$ cat src/rtl/bdq_pkg.sv
`timescale 1ns / 1ps

package bdq_pkg;

    // Store geometry.
    localparam int CAPACITY = 16;
    localparam int DATA_W   = 32;
    localparam int IDX_W    = (CAPACITY > 1) ? $clog2(CAPACITY) : 1;
    localparam int CNT_W    = $clog2(CAPACITY + 1);

    localparam logic [CNT_W-1:0] CAP_CNT  = CNT_W'(CAPACITY);
    localparam logic [IDX_W-1:0] LAST_IDX = IDX_W'(CAPACITY - 1);

    // Request codes carried in the kind field.
    typedef enum logic [2:0] {
        OP_PUSH_FRONT = 3'd0,
        OP_PUSH_BACK  = 3'd1,
        OP_POP_FRONT  = 3'd2,
        OP_POP_BACK   = 3'd3,
        OP_DELETE     = 3'd4,
        OP_SEARCH     = 3'd5
    } op_t;

    // Result status codes.
    typedef enum logic [1:0] {
        ST_OK    = 2'd0,
        ST_EMPTY = 2'd1,
        ST_FULL  = 2'd2
    } status_t;

    // Sequencer states.
    typedef enum logic [2:0] {
        S_IDLE,
        S_EXEC,
        S_POP,
        S_SCAN,
        S_SHIFT
    } state_t;

    // Commands from the controller to the datapath.
    typedef struct packed {
        logic    load;
        logic    push_front;
        logic    push_back;
        logic    rd_front;
        logic    rd_back;
        logic    pop_front;
        logic    pop_back;
        logic    scan_clear;
        logic    scan_step;
        logic    shift_write;
        logic    del_done;
        logic    res_load;
        logic    res_found;
        status_t res_status;
    } dp_cmd_t;

    // Status from the datapath to the controller.
    typedef struct packed {
        op_t  kind;
        logic full;
        logic empty;
        logic cmp_valid;
        logic match;
        logic more;
    } dp_sts_t;

endpackage

$ cat src/rtl/bdq_ram.sv
`timescale 1ns / 1ps

module bdq_ram #(
    parameter int WIDTH = 32,
    parameter int DEPTH = 16
) (
    input  logic                                    clk,
    input  logic                                    wr_en,
    input  logic [((DEPTH > 1) ? $clog2(DEPTH) : 1)-1:0] wr_addr,
    input  logic [WIDTH-1:0]                        wr_data,
    input  logic                                    rd_en,
    input  logic [((DEPTH > 1) ? $clog2(DEPTH) : 1)-1:0] rd_addr,
    output logic [WIDTH-1:0]                        rd_data
);

    logic [WIDTH-1:0] mem [DEPTH];
    logic [WIDTH-1:0] rd_data_reg;

    // Write port.
    always_ff @(posedge clk)
    begin
        if (wr_en)
        begin
            mem[wr_addr] <= wr_data;
        end
    end

    // Registered read port; the data holds until the next read.
    always_ff @(posedge clk)
    begin
        if (rd_en)
        begin
            rd_data_reg <= mem[rd_addr];
        end
    end

    assign rd_data = rd_data_reg;

endmodule

$ cat src/rtl/bdq_dp.sv
`timescale 1ns / 1ps

module bdq_dp (
    input  logic                        clk,
    input  logic                        rst_n,
    input  bdq_pkg::dp_cmd_t            cmd,
    input  logic [2:0]                  kind,
    input  logic signed [31:0]          operand_value,
    output bdq_pkg::dp_sts_t            sts,
    output logic signed [31:0]          popped_value,
    output logic                        found,
    output logic [1:0]                  status,
    output logic [bdq_pkg::CNT_W-1:0]   entry_count
);
    import bdq_pkg::*;

    // Maps a logical position to a ring slot; the sum stays below twice the capacity.
    function automatic logic [IDX_W-1:0] slot_of(input logic [IDX_W-1:0] front,
                                                 input logic [CNT_W-1:0] logical);
        logic [CNT_W:0] sum;
        begin
            sum = (CNT_W+1)'(front) + (CNT_W+1)'(logical);
            if (sum >= (CNT_W+1)'(CAPACITY))
            begin
                sum = sum - (CNT_W+1)'(CAPACITY);
            end
            return sum[IDX_W-1:0];
        end
    endfunction

    op_t                kind_reg;
    logic [DATA_W-1:0]  operand_reg;
    logic [IDX_W-1:0]   front_reg;
    logic [IDX_W-1:0]   front_next;
    logic [CNT_W-1:0]   count_reg;
    logic [CNT_W-1:0]   count_next;
    logic [CNT_W-1:0]   idx_reg;
    logic [CNT_W-1:0]   idx_next;
    logic               cmp_valid_reg;
    logic               cmp_valid_next;
    logic [DATA_W-1:0]  popped_reg;
    logic               found_reg;
    status_t            status_reg;
    logic [CNT_W-1:0]   entry_count_reg;

    logic [IDX_W-1:0]   front_dec;
    logic [IDX_W-1:0]   front_inc;
    logic               more;
    logic               ram_wr_en;
    logic [IDX_W-1:0]   ram_wr_addr;
    logic [DATA_W-1:0]  ram_wr_data;
    logic               ram_rd_en;
    logic [IDX_W-1:0]   ram_rd_addr;
    logic [DATA_W-1:0]  ram_rd_data;

    // Ring pointer neighbors.
    assign front_dec = (front_reg == '0) ? LAST_IDX : front_reg - IDX_W'(1);
    assign front_inc = (front_reg == LAST_IDX) ? '0 : front_reg + IDX_W'(1);
    assign more      = (idx_reg < count_reg);

    // Status toward the controller.
    always_comb
    begin
        sts           = '0;
        sts.kind      = kind_reg;
        sts.full      = (count_reg == CAP_CNT);
        sts.empty     = (count_reg == '0);
        sts.cmp_valid = cmp_valid_reg;
        sts.match     = cmp_valid_reg && (ram_rd_data == operand_reg);
        sts.more      = more;
    end

    // Memory port selection.
    always_comb
    begin
        ram_wr_en   = cmd.push_front || cmd.push_back || cmd.shift_write;
        ram_wr_data = cmd.shift_write ? ram_rd_data : operand_reg;
        if (cmd.push_front)
        begin
            ram_wr_addr = front_dec;
        end
        else if (cmd.push_back)
        begin
            ram_wr_addr = slot_of(front_reg, count_reg);
        end
        else
        begin
            ram_wr_addr = slot_of(front_reg, idx_reg - CNT_W'(2));
        end

        ram_rd_en = cmd.rd_front || cmd.rd_back || (cmd.scan_step && more);
        if (cmd.rd_front)
        begin
            ram_rd_addr = front_reg;
        end
        else if (cmd.rd_back)
        begin
            ram_rd_addr = slot_of(front_reg, count_reg - CNT_W'(1));
        end
        else
        begin
            ram_rd_addr = slot_of(front_reg, idx_reg);
        end
    end

    // Next values of pointer, count and scan position.
    always_comb
    begin
        front_next     = front_reg;
        count_next     = count_reg;
        idx_next       = idx_reg;
        cmp_valid_next = cmp_valid_reg;
        if (cmd.push_front)
        begin
            front_next = front_dec;
            count_next = count_reg + CNT_W'(1);
        end
        if (cmd.push_back)
        begin
            count_next = count_reg + CNT_W'(1);
        end
        if (cmd.pop_front)
        begin
            front_next = front_inc;
            count_next = count_reg - CNT_W'(1);
        end
        if (cmd.pop_back || cmd.del_done)
        begin
            count_next = count_reg - CNT_W'(1);
        end
        if (cmd.scan_clear)
        begin
            idx_next       = '0;
            cmp_valid_next = 1'b0;
        end
        if (cmd.scan_step)
        begin
            cmp_valid_next = more;
            if (more)
            begin
                idx_next = idx_reg + CNT_W'(1);
            end
        end
    end

    always_ff @(posedge clk or negedge rst_n)
    begin
        if (!rst_n)
        begin
            front_reg     <= '0;
            count_reg     <= '0;
            idx_reg       <= '0;
            cmp_valid_reg <= 1'b0;
        end
        else
        begin
            front_reg     <= front_next;
            count_reg     <= count_next;
            idx_reg       <= idx_next;
            cmp_valid_reg <= cmp_valid_next;
        end
    end

    // Request and result words.
    always_ff @(posedge clk)
    begin
        if (cmd.load)
        begin
            kind_reg    <= op_t'(kind);
            operand_reg <= operand_value;
        end
        if (cmd.res_load)
        begin
            popped_reg      <= (cmd.pop_front || cmd.pop_back) ? ram_rd_data : '0;
            found_reg       <= cmd.res_found;
            status_reg      <= cmd.res_status;
            entry_count_reg <= count_next;
        end
    end

    assign popped_value = popped_reg;
    assign found        = found_reg;
    assign status       = status_reg;
    assign entry_count  = entry_count_reg;

    bdq_ram #(
        .WIDTH (DATA_W),
        .DEPTH (CAPACITY)
    ) u_ram (
        .clk     (clk),
        .wr_en   (ram_wr_en),
        .wr_addr (ram_wr_addr),
        .wr_data (ram_wr_data),
        .rd_en   (ram_rd_en),
        .rd_addr (ram_rd_addr),
        .rd_data (ram_rd_data)
    );

    // The held count never exceeds the capacity.
    a_count_bound: assert property (@(posedge clk) disable iff (!rst_n)
        count_reg <= CAP_CNT)
        else $error("entry count above capacity");

    // A push is only issued when there is room.
    a_push_room: assert property (@(posedge clk) disable iff (!rst_n)
        (cmd.push_front || cmd.push_back) |-> !sts.full)
        else $error("push issued on a full store");

    // A shift write always has read data from the previous cycle behind it.
    a_shift_data: assert property (@(posedge clk) disable iff (!rst_n)
        cmd.shift_write |-> cmp_valid_reg && $past(ram_rd_en))
        else $error("shift write without fresh read data");

endmodule

$ cat src/rtl/bdq_ctrl.sv
`timescale 1ns / 1ps

module bdq_ctrl (
    input  logic              clk,
    input  logic              rst_n,
    input  logic              cmd_valid,
    output logic              cmd_stall,
    output logic              rsp_valid,
    input  logic              rsp_stall,
    input  bdq_pkg::dp_sts_t  sts,
    output bdq_pkg::dp_cmd_t  cmd
);
    import bdq_pkg::*;

    state_t state_reg;
    state_t state_next;
    logic   rsp_valid_reg;
    logic   rsp_valid_next;
    logic   out_free;

    // The result register can take a new word when it is empty or being drained.
    assign out_free = !rsp_valid_reg || !rsp_stall;

    always_ff @(posedge clk or negedge rst_n)
    begin
        if (!rst_n)
        begin
            state_reg     <= S_IDLE;
            rsp_valid_reg <= 1'b0;
        end
        else
        begin
            state_reg     <= state_next;
            rsp_valid_reg <= rsp_valid_next;
        end
    end

    // Sequencer: next state and datapath commands.
    always_comb
    begin
        state_next = state_reg;
        cmd        = '0;
        unique case (state_reg)
            S_IDLE:
            begin
                if (cmd_valid)
                begin
                    cmd.load   = 1'b1;
                    state_next = S_EXEC;
                end
            end
            S_EXEC:
            begin
                // Wait here until the result register is free; nothing later stalls.
                if (out_free)
                begin
                    unique case (sts.kind) inside
                        OP_PUSH_FRONT, OP_PUSH_BACK:
                        begin
                            cmd.res_load = 1'b1;
                            if (sts.full)
                            begin
                                cmd.res_status = ST_FULL;
                            end
                            else
                            begin
                                cmd.push_front = (sts.kind == OP_PUSH_FRONT);
                                cmd.push_back  = (sts.kind == OP_PUSH_BACK);
                            end
                            state_next = S_IDLE;
                        end
                        OP_POP_FRONT, OP_POP_BACK:
                        begin
                            if (sts.empty)
                            begin
                                cmd.res_load   = 1'b1;
                                cmd.res_status = ST_EMPTY;
                                state_next     = S_IDLE;
                            end
                            else
                            begin
                                cmd.rd_front = (sts.kind == OP_POP_FRONT);
                                cmd.rd_back  = (sts.kind == OP_POP_BACK);
                                state_next   = S_POP;
                            end
                        end
                        OP_DELETE, OP_SEARCH:
                        begin
                            cmd.scan_clear = 1'b1;
                            state_next     = S_SCAN;
                        end
                        default:
                        begin
                            cmd.res_load = 1'b1;
                            state_next   = S_IDLE;
                        end
                    endcase
                end
            end
            S_POP:
            begin
                cmd.pop_front = (sts.kind == OP_POP_FRONT);
                cmd.pop_back  = (sts.kind == OP_POP_BACK);
                cmd.res_load  = 1'b1;
                state_next    = S_IDLE;
            end
            S_SCAN:
            begin
                // Reads are issued one per cycle; each compare sees the previous read.
                if (sts.match)
                begin
                    if (sts.kind == OP_SEARCH)
                    begin
                        cmd.res_load  = 1'b1;
                        cmd.res_found = 1'b1;
                        state_next    = S_IDLE;
                    end
                    else
                    begin
                        cmd.scan_step = 1'b1;
                        state_next    = S_SHIFT;
                    end
                end
                else if (sts.cmp_valid || sts.more)
                begin
                    cmd.scan_step = 1'b1;
                end
                else
                begin
                    cmd.res_load = 1'b1;
                    state_next   = S_IDLE;
                end
            end
            S_SHIFT:
            begin
                // Each entry behind the match moves one place toward the front.
                if (sts.cmp_valid)
                begin
                    cmd.shift_write = 1'b1;
                    cmd.scan_step   = 1'b1;
                end
                else
                begin
                    cmd.del_done  = 1'b1;
                    cmd.res_load  = 1'b1;
                    cmd.res_found = 1'b1;
                    state_next    = S_IDLE;
                end
            end
            default:
            begin
                state_next = S_IDLE;
            end
        endcase
    end

    // Result valid flag.
    always_comb
    begin
        if (cmd.res_load)
        begin
            rsp_valid_next = 1'b1;
        end
        else if (!rsp_stall)
        begin
            rsp_valid_next = 1'b0;
        end
        else
        begin
            rsp_valid_next = rsp_valid_reg;
        end
    end

    assign cmd_stall = (state_reg != S_IDLE);
    assign rsp_valid = rsp_valid_reg;

    // A result is only written when the previous one has gone or is going.
    a_res_free: assert property (@(posedge clk) disable iff (!rst_n)
        cmd.res_load |-> out_free)
        else $error("result overwritten while stalled");

    // A result appears only when the sequencer finished a request.
    a_res_source: assert property (@(posedge clk) disable iff (!rst_n)
        $rose(rsp_valid_reg) |-> $past(cmd.res_load))
        else $error("result valid without a finished request");

endmodule

$ cat src/rtl/bounded_deque_with_search_delete_unit.sv
`timescale 1ns / 1ps

// Bounded deque of signed 32-bit values with search and delete-first-match.
// Request channel: cmd_valid / cmd_stall carry one word of kind and operand_value.
// A word is taken when cmd_valid is high and cmd_stall is low. The unit works on one
// request at a time and holds cmd_stall high from the taking edge until it finishes.
// Result channel: rsp_valid / rsp_stall carry popped_value, found, status and
// entry_count, one result word per request.
// Order of work after the taking edge: pushes, error results and unused kinds write
// their result from the execute state, a pop reads the entry and then writes its
// result, and a search or a delete over N held entries walks them through the
// single read port of the entry memory, one entry per cycle in the scan and shift.
// A new request is taken on the cycle after a result is written.
// The result sits in an output register: while the receiver stalls, the unit still
// takes the next request but holds it, without touching the deque, until the
// result register drains.
// Reset clears the count and the front pointer, so the deque starts empty; the
// entry memory is not cleared, since only entries that were written are ever read.
module bounded_deque_with_search_delete_unit (
    input  logic                        clk,
    input  logic                        rst_n,
    input  logic                        cmd_valid,
    output logic                        cmd_stall,
    input  logic [2:0]                  kind,
    input  logic signed [31:0]          operand_value,
    output logic                        rsp_valid,
    input  logic                        rsp_stall,
    output logic signed [31:0]          popped_value,
    output logic                        found,
    output logic [1:0]                  status,
    output logic [bdq_pkg::CNT_W-1:0]   entry_count
);
    import bdq_pkg::*;

    dp_cmd_t dp_cmd;
    dp_sts_t dp_sts;

    // Sequencer.
    bdq_ctrl u_ctrl (
        .clk       (clk),
        .rst_n     (rst_n),
        .cmd_valid (cmd_valid),
        .cmd_stall (cmd_stall),
        .rsp_valid (rsp_valid),
        .rsp_stall (rsp_stall),
        .sts       (dp_sts),
        .cmd       (dp_cmd)
    );

    // Storage, pointers and result register.
    bdq_dp u_dp (
        .clk           (clk),
        .rst_n         (rst_n),
        .cmd           (dp_cmd),
        .kind          (kind),
        .operand_value (operand_value),
        .sts           (dp_sts),
        .popped_value  (popped_value),
        .found         (found),
        .status        (status),
        .entry_count   (entry_count)
    );

endmodule
$ cat config.mk
export PLATFORM = sky130hd
export DESIGN_NAME = bounded_deque_with_search_delete_unit
export DESIGN_NICKNAME = d
export VERILOG_FILES = /design/src/rtl/bdq_pkg.sv /design/src/rtl/bdq_ram.sv /design/src/rtl/bdq_dp.sv /design/src/rtl/bdq_ctrl.sv /design/src/rtl/bounded_deque_with_search_delete_unit.sv
export SDC_FILE = /design/constraint.sdc
export NUM_CORES = 1
export LEC_CHECK = 0
export BUFFER_PORTS_ARGS = -buffer_cell sky130_fd_sc_hd__buf_2
export CAP_MARGIN = 10
export CORE_ASPECT_RATIO = 0.75
export CORE_MARGIN = 2
export CORE_UTILIZATION = 45
export DETAILED_ROUTE_END_ITERATION = 10
export PLACE_DENSITY = 0.72
export SLEW_MARGIN = 20
export SYNTH_ARGS = -nofsm -noshare
export SYNTH_HDL_FRONTEND = slang
export SYNTH_SLANG_ARGS = --single-unit
$ cat constraint.sdc
create_clock -name clk -period 13.3 [get_ports clk]
set_input_delay 0.665 -clock clk [delete_from_list [all_inputs] [get_ports clk]]
set_output_delay 0.665 -clock clk [all_outputs]
set_load 0.02 [all_outputs]
# Yosys cells after proc, flatten, opt, wreduce, memory -nomap -nowiden
# Memory sizes are Yosys's and may differ from the RTL's. A register that Yosys moved wholly into a read port is not among the register bits.
# Index checks and enable logic that the tools add are counted.
totals:
  ram_bits: 512
  latch_bits: 0
  memories: 1
  output_inout_bits: 42
  ff_bits: 94
  inputBits: 39
  wordCells: 139
  mem_bits_ro: 0
memory_table:
  columns: ["memory", "depth", "width", "read_ports", "rd_clocked_by_memory_dff", "write_ports", "line_no", "source"]
  rows:
  - ["u_dp.u_ram.mem", 16, 32, 1, 1, 1, "bdq_ram.sv:16", "logic [WIDTH-1:0] mem [DEPTH];"]
classes:
  shifts: 0
  addsub: 14
  muxes: 66
  mul: 0
  n_div: 0
  n_reduce_logical: 24
  order_cmp: 5
  bitwise_logic: 0
  n_eq_ne: 17
ops:
  columns: ["op", "count"]
  rows:
  - ["4-bit two-way mux", 14]
  - ["5-bit two-way mux", 7]
  - ["32-bit equality test", 1]
  - ["32-bit two-way mux", 1]
  - ["4-bit by 5-bit adder with 6-bit output", 4]
  - ["6-bit by 5-bit >= comparator with 1-bit output, second input constant", 4]
  - ["3-bit two-way mux", 7]
  - ["1-bit two-way mux", 20]
  - ["2-bit two-way mux", 10]
  - ["4-bit by 1-bit subtractor with 4-bit output, second input constant", 5]
  - ["3-bit by 2-bit equality test with 1-bit output, second input constant", 4]
  - ["3-bit case mux with 4 select lines", 1]
  - ["5-bit by 1-bit adder with 5-bit output, second input constant", 2]
  - ["3-bit equality test, second input constant", 3]
  - ["1-bit logical OR", 8]
  - ["2-bit case mux with 2 select lines", 2]
  - ["3-bit by 1-bit equality test with 1-bit output, second input constant", 2]
  - ["3-bit logical NOT", 2]
  - ["1-bit case mux with 2 select lines", 3]
  - ["2-bit OR reduction", 3]
  - ["5-bit equality test, second input constant", 1]
  - ["5-bit logical NOT", 1]
  - ["5-bit < comparator", 1]
  - ["5-bit by 1-bit subtractor with 5-bit output, second input constant", 1]
  - ["14 further kinds", 19]

# Depth between registers and ports, before layout
# Gate-level depths: netlist of run 1.
logic_depth:
  depth_word: 9
  ltp_mapped: 18
  ltp_nobuf: 16

# Cells and area by module
# From an unflattened synthesis of run 1, not the netlist that was laid out.
unflattened:
  hier_cells: 1255
  hier_area_um2: 25253.0
by_module_without_submodules:
  columns: ["mod", "n_inst", "area_per_inst_um2", "cells_per_inst"]
  rows:
  - ["bdq_ram", 1, 20155.6, 838]
  - ["bdq_dp", 1, 4678.2, 367]
  - ["bdq_ctrl", 1, 419.2, 50]

# Least setup slack after synthesis of run 1
# No wires, ideal clock.
synth_timing:
  path_type: "in2reg"
  startpoint: "input rsp_stall"
  endpoint: "memory u_dp.u_ram.mem[10][0], enable pin"
  setup_ns: 0.421
  setup_slack_ns: 8.421
  t_required_ns: 12.879
  n_path_buf: 1
  stages: 12
  t_arrival_ns: 4.458
  cell_sequence: "a21boi_4 -> and4_1 -> buf_1 -> nand2_1 -> o21a_1 -> ha_1 -> a21o_1 -> a21oi_1 -> xnor2_1 -> xnor2_1 -> mux2_1 -> nor2_1"
synth_between:
  elab_chain_len: 8
synth_lines:
  columns: ["item", "line_no", "source"]
  rows:
  - ["from (decl)", "bounded_deque_with_search_delete_unit.sv:27", "input logic rsp_stall,"]
  - ["1-bit logical NOT (*)", "bdq_ctrl.sv:22", "assign out_free = !rsp_valid_reg || !rsp_stall;"]
  - ["1-bit logical OR (*)", "bdq_ctrl.sv:22", null]
  - ["4-bit two-way mux (*)", "bdq_ctrl.sv:55", "if (out_free)"]
  - ["4-bit two-way mux (*)", "bdq_ctrl.sv:43", "unique case (state_reg)"]
  - ["1-bit logical OR (2 in series)", "bdq_dp.sv:76", "ram_wr_en = cmd.push_front || cmd.push_back || cmd.shift_write;"]
  - ["1-bit two-way mux", "bdq_ram.sv:22", "if (wr_en)"]
  - ["1-bit two-way mux (implied by the code)", "bdq_ram.sv:24", "mem[wr_addr] <= wr_data;"]
  - ["to (decl)", "bdq_ram.sv:16", null]
# Every way passes the cells marked *; elsewhere a longest branch is shown, timed or not.

# Worst setup path after layout of run 1
layout_timing:
  startpoint: "register u_dp.count_reg[0]"
  endpoint: "memory u_dp.u_ram.mem[3][5], enable pin"
layout_between:
  elab_chain_len: 9
layout_lines:
  columns: ["item", "line_no", "source"]
  rows:
  - ["from (decl)", "bdq_dp.sv:35", "logic [CNT_W-1:0] count_reg;"]
  - ["from (signal assigned)", "bdq_dp.sv:158", "count_reg <= count_next;"]
  - ["parallel branches: the longest is 9 deep, another holds 4-bit by 5-bit adder with 6-bit output", null, null]
# Parallel ways; which one is timed is not known.

==> results_dict.tcl, run 1 <==
set metrics [dict create \
    cts_tree "done" \
    ir_worst_vdd_mv 0.274 \
    largest-register "u_dp.u_ram.mem" \
    antenna_found_initial 0 \
    clock-root-buffer "clkbuf_16" \
    maxSlewViolCount 0 \
    hold_viol_final 0 \
    ctsHtreeMaxLevel 2 \
    grt_pass1_vias 18878 \
    vias 18847 \
    tns_ns 0 \
    post_cts_resized 0 \
    power.leakage_nw 11.7 \
    grt_overflow 0 \
    diodes 0 \
    pin_count 81 \
    cp-end-kind "register" \
    antenna_left 0 \
    hold_path.class "input port to register" \
    clock_path_buffers 3 \
    worstPathMaxFanout 17 \
    totalWireLength_mm 80.6 \
    setup_viol 0 \
    start_util_pct 45.3 \
    cp.arrival_ns 5.72 \
    syn_area_sq_mm 0.0301 \
    syn2layout_area_growth_pct 11.4 \
    stdcell_count 2977 \
    grt_util_all_layers_pct 23.2 \
    yosysWarnings 0 \
    finalCriticalPeriod_ns 5.45 \
    yosysSeqAreaShare_pct 63.3 \
    rsz0062_at_grt "no" \
    clock_skew_ns 0.0285 \
    die_h_um 228 \
    numCtsBuffers 60 \
    via_per_inst 6.33 \
    rows 82 \
    layout_common_cells "edfxtp_1, mux2i_1, nand2_1, a22oi_1, mux4_2" \
    r2r_slack_ns 7.85 \
    grt_start_max_net_pins 80 \
    critPathLaunchType "register" \
    drt_pass1_iterations 6 \
    worstPathRequired_ns 13.57 \
    clock-sinks 638 \
    tightest_slew_ns 1.04 \
    port_buffers 80 \
    yosys_register_bits 638 \
    fp.coreArea_sq_mm 0.0665 \
    drc 0 \
    synthFlopType "edfxtp_1" \
    drtIter0Drc 2430 \
    p_total_mw 9.10 \
    fin_crit_sh_pct 41.0 \
    synth.avg_cell_area_sq_um 15.1 \
    wl_per_cell_um 27.1 \
    fmax_mhz 183 \
    clk_latency_ns 0.64 \
    slew_headroom_pct 30.8 \
    dpl.hpwl_mm 47.0 \
    synth_nets 2056 \
    grt_pass1_wl_mm 120 \
    layout-drive-gt1-share_pct 18.3 \
    ys_types 64 \
    mostFrequentLayoutCell "edfxtp_1" \
    outcome "finished clean" \
    timing.max_cap.violations 0 \
    die_width_um 303 \
    synth-edff-count 619 \
    clk_pin_slew_ns 0.06 \
    power_density_mw_per_mm2 271 \
    synth_cells 1996 \
    largest_reg_flops 512 \
    placed_cells 2864 \
    critPathKind "register to register" \
    gp_congestion 0.831 \
    finalNetCount 2105 \
    synth-async-reset-ratio_pct 2.98 \
    final_util_pct 50.5 \
    die_area_sq_mm 0.0690 \
]
-- area by class of cell --
| type | instances | area, sq um |
|---|---|---|
| Timing Repair Buffer | 122 | 766 |
| Multi-Input combinational cell | 1199 | 10600 |
| Inverter | 24 | 90.1 |
| Sequential cell | 638 | 19100 |
| Fill cell | 5465 | 32900 |
| Clock buffer | 71 | 1560 |
| Tap cell | 882 | 1100 |
| Clock inverter | 41 | 363 |
-- Yosys cell counts, types with 7 or more instances --
| cell type | number | share of area, % |
|---|---|---|
| edfxtp_1 | 619 | 62 |
| mux2i_1 | 294 | 9.8 |
| nand2_1 | 257 | 3.2 |
| a22oi_1 | 129 | 3.2 |
| mux4_2 | 128 | 9.6 |
| clkbuf_1 | 91 | 1.1 |
| a21oi_1 | 84 | 1.4 |
| a31oi_1 | 67 | 1.4 |
| nor2_1 | 44 | 0.55 |
| xnor2_1 | 44 | 1.3 |
| and2_1 | 36 | 0.75 |
| buf_2 | 22 | 0.37 |
| inv_1 | 22 | 0.27 |
| dfrtp_1 | 19 | 1.6 |
| ha_1 | 19 | 0.79 |
| buf_1 | 17 | 0.21 |
| o21ai_0 | 14 | 0.23 |
| nand4_1 | 10 | 0.21 |
| nand3_1 | 7 | 0.12 |
-- where the power goes --
part / internal, mW / leakage, nW / total (mW) / switching, mW
combinational: 1.75 / 4.92 / 4.47 / 2.71
sequential: 2.64 / 5.85 / 2.92 / 0.278
clock: 0.954 / 0.946 / 1.71 / 0.754
-- logic make-up (layout without fill, tap and decap cells) --
logic type / after synthesis / after routing / share of synthesized area (%)
xor gates and xnor gates: 50 / 50 / 1.56
DFF: 638 / 638 / 63.3
buffers and inverters: 159 / 258 / 2.19
muxes: 423 / 423 / 19.4
and+or+nand+nor: 378 / 378 / 5.41
AOI/OAI and AO/OA: 327 / 327 / 7.23
adders and majority gates: 21 / 21 / 0.922
-- worst paths after layout --
kind / from / endpoint / cells past startpoint
worst min register to register: u_dp.idx_reg[4] / u_dp.idx_reg[4] / 2
min in group asynchronous: rst_n / u_dp.front_reg[2] / 2
worst max-delay path: u_dp.count_reg[0] / u_dp.u_ram.mem[3][5] / 14
worst max register to register: u_dp.count_reg[0] / u_dp.u_ram.mem[3][5] / 14
max in group asynchronous: rst_n / u_dp.front_reg[1] / 2
worst min-delay path: operand_value[1] / u_dp.operand_reg[1] / 1
-- metrics by stage --
step	setup slack, ns	hold WS (ns)	area [sq um]
2_1_floorplan	8.42	0.369	30100
3_5_place_dp	7.95	0.578	31600
4_1_cts	7.98	0.167	33500
6_report	7.85	0.202	33500
3_3_place_gp	8.04	0.554	31500
5_1_grt	7.58	0.183	33500
-- critical path, stage by stage, from the launching register on --
cell and delay, ns:
dfrtp_1 0.47, inv_1 0.14, ha_1 0.24, nand4bb_1 0.16, and4_1 0.60, nand2_1 0.27
o21a_1 0.28, ha_1 0.28, a21o_1 0.19, a21oi_1 0.33, xnor3_1 0.28, a21oi_1 0.30
mux2i_4 0.27, nor2_4 0.73, buf_4 0.51
-- routing by layer --
metal / wire length [um] / track usage, % / part of all wire [%]
met5: 0 / 0 / 0
met4: 2190 / 6.82 / 2.7
met1: 33600 / 34.1 / 42
met3: 7820 / 3.90 / 9.7
met2: 37000 / 35.7 / 46
-- what timing repair did --
item / CTS / global route
hold endpoints to repair: 19 / 0
buffers inserted: 0 / 0
hold buffers: 1 / 0
(Power assumes the default switching activity.)
==> run 2, diff against run 1 <==
==> constraint.sdc (replaced) <==
create_clock -name clk -period 5.7 [get_ports clk]
set_input_delay 0.285 -clock clk [delete_from_list [all_inputs] [get_ports clk]]
set_output_delay 0.285 -clock clk [all_outputs]
set_load 0.02 [all_outputs]
==> run 2 against run 1 <==
Compared with the run above: core utilization increased by 1.1 points; count of clock-buffer cells in the layout decreased by 4; global-route usage decreased by 0.11 points; flip-flop and latch count unchanged; clock power increased by 150%; via count increased by 0.46%; hold slack got worse by 0.096 ns; cell count increased by 1.6%; highest routed layer unchanged.
==> results_dict.tcl, run 2 (synthesis results as in run 1) <==
set metrics [dict create \
    hold_path.class "input port to register" \
    wl_per_cell_um 26.5 \
    cp-end-kind "register" \
    die_h_um 228 \
    worstPathMaxFanout 25 \
    via_per_inst 6.26 \
    grt_util_all_layers_pct 23.1 \
    power_density_mw_per_mm2 635 \
    grt_pass1_wl_mm 119 \
    die_area_sq_mm 0.0690 \
    layout-drive-gt1-share_pct 18.6 \
    fp.coreArea_sq_mm 0.0665 \
    syn2layout_area_growth_pct 13.9 \
    drc 0 \
    layout_common_cells "edfxtp_1, mux2i_1, nand2_1, a22oi_1, mux4_2" \
    finalNetCount 2152 \
    multi_input_area_sq_mm 0.0106 \
    power.leakage_nw 12.0 \
    internal-power_mw 13.0 \
    pin_count 81 \
    diodes 0 \
    clock_path_buffers 3 \
    port_buffers 80 \
    critPathLaunchType "register" \
    drtIter0Drc 2413 \
    clock_skew_ns 0.0224 \
    antenna_found_initial 1 \
    hold_viol_final 0 \
    clk_pin_slew_ns 0.06 \
    p_sw_mw 8.82 \
    clock-sinks 638 \
    totalWireLength_mm 80.3 \
    dpl.hpwl_mm 46.5 \
    clk_latency_ns 0.64 \
    ctsHtreeMaxLevel 2 \
    largest_reg_flops 512 \
    tns_ns 0 \
    drt_pass1_iterations 5 \
    maxSlewViolCount 0 \
    p_sw_share_pct 40.5 \
    cts_tree "done" \
    outcome "finished clean" \
    grt_overflow 0 \
    combPwrFrac_pct 49.3 \
    cp.arrival_ns 5.33 \
    rsz0062_at_grt "no" \
    slew_headroom_pct 29.9 \
    final-seq-area_sq_mm 0.0191 \
    mostFrequentLayoutCell "edfxtp_1" \
    grt_pass1_vias 18691 \
    ir_worst_vdd_mv 0.648 \
    timing.max_cap.violations 0 \
    grt_start_max_net_pins 81 \
    clock-root-buffer "clkbuf_16" \
    worstPathRequired_ns 6.06 \
    antenna_left 0 \
    finalCriticalPeriod_ns 4.96 \
    largest-register "u_dp.u_ram.mem" \
    max_stage_delay_ns 0.81 \
    vias 18933 \
    critPathKind "register to register" \
    rows 82 \
    setup_viol 0 \
    post_cts_resized 0 \
    numCtsBuffers 61 \
    fin_crit_sh_pct 87.0 \
    start_util_pct 45.3 \
    die_width_um 303 \
    p_seq_share_pct 31.3 \
    hold_slack_ns 0.106 \
    crit_top_cell "inv_1" \
    p_clk_share_pct 19.4 \
    cp_cell_sequence "inv_1, ha_1, or4b_4, nand4_2, or2_1, nand2_1, o21ai_0, ha_4, inv_1, fa_1, xnor2_1, and2_2, buf_4, a22oi_1, a31oi_1, mux2i_1" \
    fmax_mhz 202 \
    gp_congestion 0.863 \
    crit_slowest_cell "and2_2" \
    tightest_slew_ns 1.05 \
    fill_cells 5372 \
]
==> run 2: cell types whose count changed in the layout (fill, tap and decap cells not counted), moves of 3 or more <==
cell           previous run  this run
clkbuf_1                 10         5
clkinvlp_4                4         7
buf_12                    0        17
dlygate4sd3_1             1        37
buf_4                    37        34
bufinv_16                 6        10
==> run 2: timing repair <==
item | CTS | global route
setup buffers | 0 | 0
endpoints found under the hold margin | 55 | 0
setup endpoints to repair | 0 | 0
hold buffers | 37 | 0
==> run 2: final cells by class <==
| type | count | area share (%) |
|---|---|---|
| clock inverters | 48 | 1.48 |
| inverters | 24 | 0.263 |
| clock buffers | 67 | 4.58 |
| flip-flops and latches | 638 | 55.6 |
| multi-input cells | 1199 | 30.9 |
| repair buffers | 168 | 3.98 |
| well taps | 882 | 3.22 |
==> run 2: worst paths after layout <==
path / startpoint / depth (start not counted) / slack (ns) / end
min: cmd_valid / 4 / 0.11 / u_ctrl.state_reg[0]
min in group asynchronous: rst_n / 2 / 0.14 / u_dp.front_reg[3]
max: u_dp.count_reg[0] / 16 / 0.74 / u_dp.u_ram.rd_data[17]
min reg2reg: u_dp.idx_reg[4] / 2 / 0.57 / u_dp.idx_reg[4]
max reg2reg: u_dp.count_reg[0] / 16 / 0.74 / u_dp.u_ram.rd_data[17]
max in group asynchronous: rst_n / 2 / 5.21 / u_dp.front_reg[2]
==> run 2: critical path, delay by kind of cell (launching register included) <==
| kind | cells | cell delay [ns] |
|---|---|---|
| DFF | 1 | 0.46 |
| muxes | 1 | 0.13 |
| xor gates and xnor gates | 1 | 0.33 |
| AOI/OAI and AO/OA | 3 | 0.55 |
| and+or+nand+nor | 5 | 1.82 |
| adders and majority gates | 3 | 0.82 |
| buffers and inverters | 3 | 0.55 |
==> run 2: routing by layer <==
metal	routed length, um	global-route usage [%]
met1	33200	33.5
met5	0	0
met3	8730	4.85
met4	2270	7.25
met2	36200	35.0
==> run 2: power by group through the flow <==
stage	Sequential [mW]	Clock (mW)	Combinational [mW]
4_1_cts	6.81	4.28	10.6
2_1_floorplan	6.68	0	7.40
6_report	6.82	4.21	10.7
3_5_place_dp	6.90	0	10.6
3_3_place_gp	6.88	0	10.3
5_1_grt	6.89	4.45	11.4
==> run 2: stage by stage <==
| step | cell area (sq um) | instances | util (%) | total power [mW] | setup slack [ns] |
|---|---|---|---|---|---|
| global route | 34300 | 3026 | 51.6 | 22.8 | 0.548 |
| floorplan | 30100 | 1996 | - | 14.1 | 0.864 |
| global placement | 31800 | 2874 | 47.9 | 17.2 | 0.976 |
| finish | 34300 | 3026 | 51.6 | 21.8 | 0.738 |
| detailed placement | 31800 | 2874 | 47.9 | 17.5 | 0.842 |
| CTS | 34300 | 3026 | 51.6 | 21.7 | 0.774 |
==> run 3, diff against run 2 <==
--- a/config.mk
+++ b/config.mk
@@ -7,7 +7,7 @@
 export LEC_CHECK = 0
 export BUFFER_PORTS_ARGS = -buffer_cell sky130_fd_sc_hd__buf_2
 export CAP_MARGIN = 10
-export CORE_ASPECT_RATIO = 0.75
+export CORE_ASPECT_RATIO = 0.7
 export CORE_MARGIN = 2
 export CORE_UTILIZATION = 45
 export DETAILED_ROUTE_END_ITERATION = 10
==> run 3 against run 2 <==
Compared with the run above: total power down 0.13%; hold slack worse by 0.017 ns; highest routed layer unchanged; routed wire length up 3.7%; sequential share of layout area about the same.
==> results_dict.tcl, run 3 (synthesis results as in run 1) <==
set metrics [dict create \
    grt_pass1_wl_mm 123 \
    hold_slack_ns 0.0887 \
    hold_viol_final 0 \
    tightest_slew_ns 1.11 \
    drtIter0Drc 2525 \
    place_area_sq_mm 0.0319 \
    die_area_sq_mm 0.0690 \
    drt_pass1_iterations 6 \
    ir_worst_vdd_mv 0.926 \
    fmax_mhz 196 \
    antenna_left 0 \
    rr_startpoint "u_dp.count_reg[0]" \
    gp_congestion 0.824 \
    setup_viol 0 \
    grt_start_max_net_pins 77 \
    clock-root-buffer "clkbuf_16" \
    layout_common_cells "edfxtp_1, mux2i_1, nand2_1, a22oi_1, mux4_2" \
    critPathKind "register to register" \
    clock_path_buffers 3 \
    mostFrequentLayoutCell "edfxtp_1" \
    rsz0062_at_grt "no" \
    largest-register "u_dp.u_ram.mem" \
    pin_count 81 \
    cp.arrival_ns 5.44 \
    post_cts_buffers 0 \
    syn2layout_area_growth_pct 13.9 \
    outcome "finished clean" \
    ctsHtreeMaxLevel 2 \
    slew_headroom_pct 24.2 \
    critPathLaunch "u_dp.count_reg[0]" \
    clock-sinks 638 \
    drc 0 \
    hold_path.class "input port to register" \
    vias 19222 \
    power.leakage_nw 12.0 \
    layout-drive-gt1-share_pct 18.5 \
    wl_per_cell_um 27.5 \
    fp.coreArea_sq_mm 0.0663 \
    die_width_um 313 \
    cp-end-kind "register" \
    grt_overflow 0 \
    holdCritStartpoint "cmd_valid" \
    largest_reg_flops 512 \
    dpl.hpwl_mm 47.3 \
    clk_pin_slew_ns 0.07 \
    port_buffers 80 \
    finalCriticalPeriod_ns 5.10 \
    rows 79 \
    clock_skew_ns 0.0119 \
    maxSlewViolCount 0 \
    via_per_inst 6.34 \
    grt_util_all_layers_pct 24.0 \
    totalWireLength_mm 83.3 \
    critPathLaunchType "register" \
    timing.max_cap.violations 0 \
    die_h_um 220 \
    start_util_pct 45.4 \
    clk_latency_ns 0.63 \
    fin_crit_sh_pct 89.6 \
    worstPathMaxFanout 21 \
    cts_tree "done" \
    power_density_mw_per_mm2 634 \
    grt_pass1_vias 19107 \
    antenna_found_initial 2 \
    tns_ns 0 \
    design_area_sq_mm 0.0343 \
    finalNetCount 2153 \
    worstPathRequired_ns 6.04 \
    numCtsBuffers 58 \
]
-- run 3: changes by cell type in the layout (fill, tap and decap cells not counted), moves of 3 or more --
| cell | change |
|---|---|
| clkbuf_1 | +4 |
| clkinv_1 | -4 |
| clkinv_2 | -4 |
| buf_4 | +3 |
| clkbuf_16 | -3 |
| clkinvlp_4 | -3 |
| inv_6 | +3 |
-- run 3: metrics by stage --
stage | cells | worst slack [ns] | power (mW) | utilization [%]
final | 3034 | 0.595 | 21.7 | 51.7
after floorplan | 1996 | 0.864 | 14.1 | -
after global routing | 3033 | 0.375 | 22.6 | 51.7
after global placement | 2887 | 0.812 | 17.3 | 48.1
after detailed placement | 2887 | 0.726 | 17.5 | 48.1
after CTS | 3033 | 0.729 | 21.7 | 51.7
-- run 3: per-layer routing --
| layer | global-route usage [%] | vias up | wire, um |
|---|---|---|---|
| met5 | 0 | - | 0 |
| met4 | 7.62 | 0 | 2220 |
| met3 | 6.04 | 156 | 9760 |
| met2 | 36.9 | 1236 | 37200 |
| met1 | 33.7 | 9755 | 34100 |
| li1 | - | 8075 | - |
-- run 3: worst paths after layout --
kind	endpoint	slack (ns)	cells after the start
setup / recovery	u_dp.u_ram.mem[12][16]	0.60	14
hold / removal	u_ctrl.state_reg[0]	0.09	4
setup reg to reg	u_dp.u_ram.mem[12][16]	0.60	14
hold reg to reg	u_ctrl.rsp_valid	0.59	2
max in group asynchronous	u_dp.front_reg[1]	5.19	2
min in group asynchronous	u_dp.front_reg[0]	0.14	2
-- run 3: power breakdown --
part           switching (mW)  internal, mW  total, mW  leakage (nW)
clock                    1.78          2.40       4.19         0.982
combinational            6.42          4.33       10.7          5.19
sequential              0.648          6.17       6.82          5.85
-- run 3: repair_timing --
action	4_1_cts	5_1_grt
hold buffers	37	0
hold endpoints to repair	55	0
gates resized for setup	0	0
-- run 3: final cells by class --
type                    count  area (sq um)
multi-input cells        1199         10600
diodes                      1          2.50
clock buffers              68          1510
clock inverters            41           509
repair buffers            172          1410
flip-flops and latches    638         19100
fillers                  5313         32000
well taps                 891          1110
inverters                  24          90.1
-- run 3: critical path: stages (launching register included) --
cell and delay, ns:
dfrtp_1 0.46, inv_1 0.14, ha_1 0.23, nand4bb_1 0.16
and4_1 0.54, nand2_1 0.22, o21a_1 0.26, ha_1 0.27
a21o_1 0.18, a21oi_1 0.25, xnor3_1 0.19, a21oi_1 0.10
mux2_1 0.63, nor2_4 0.86, buf_4 0.31
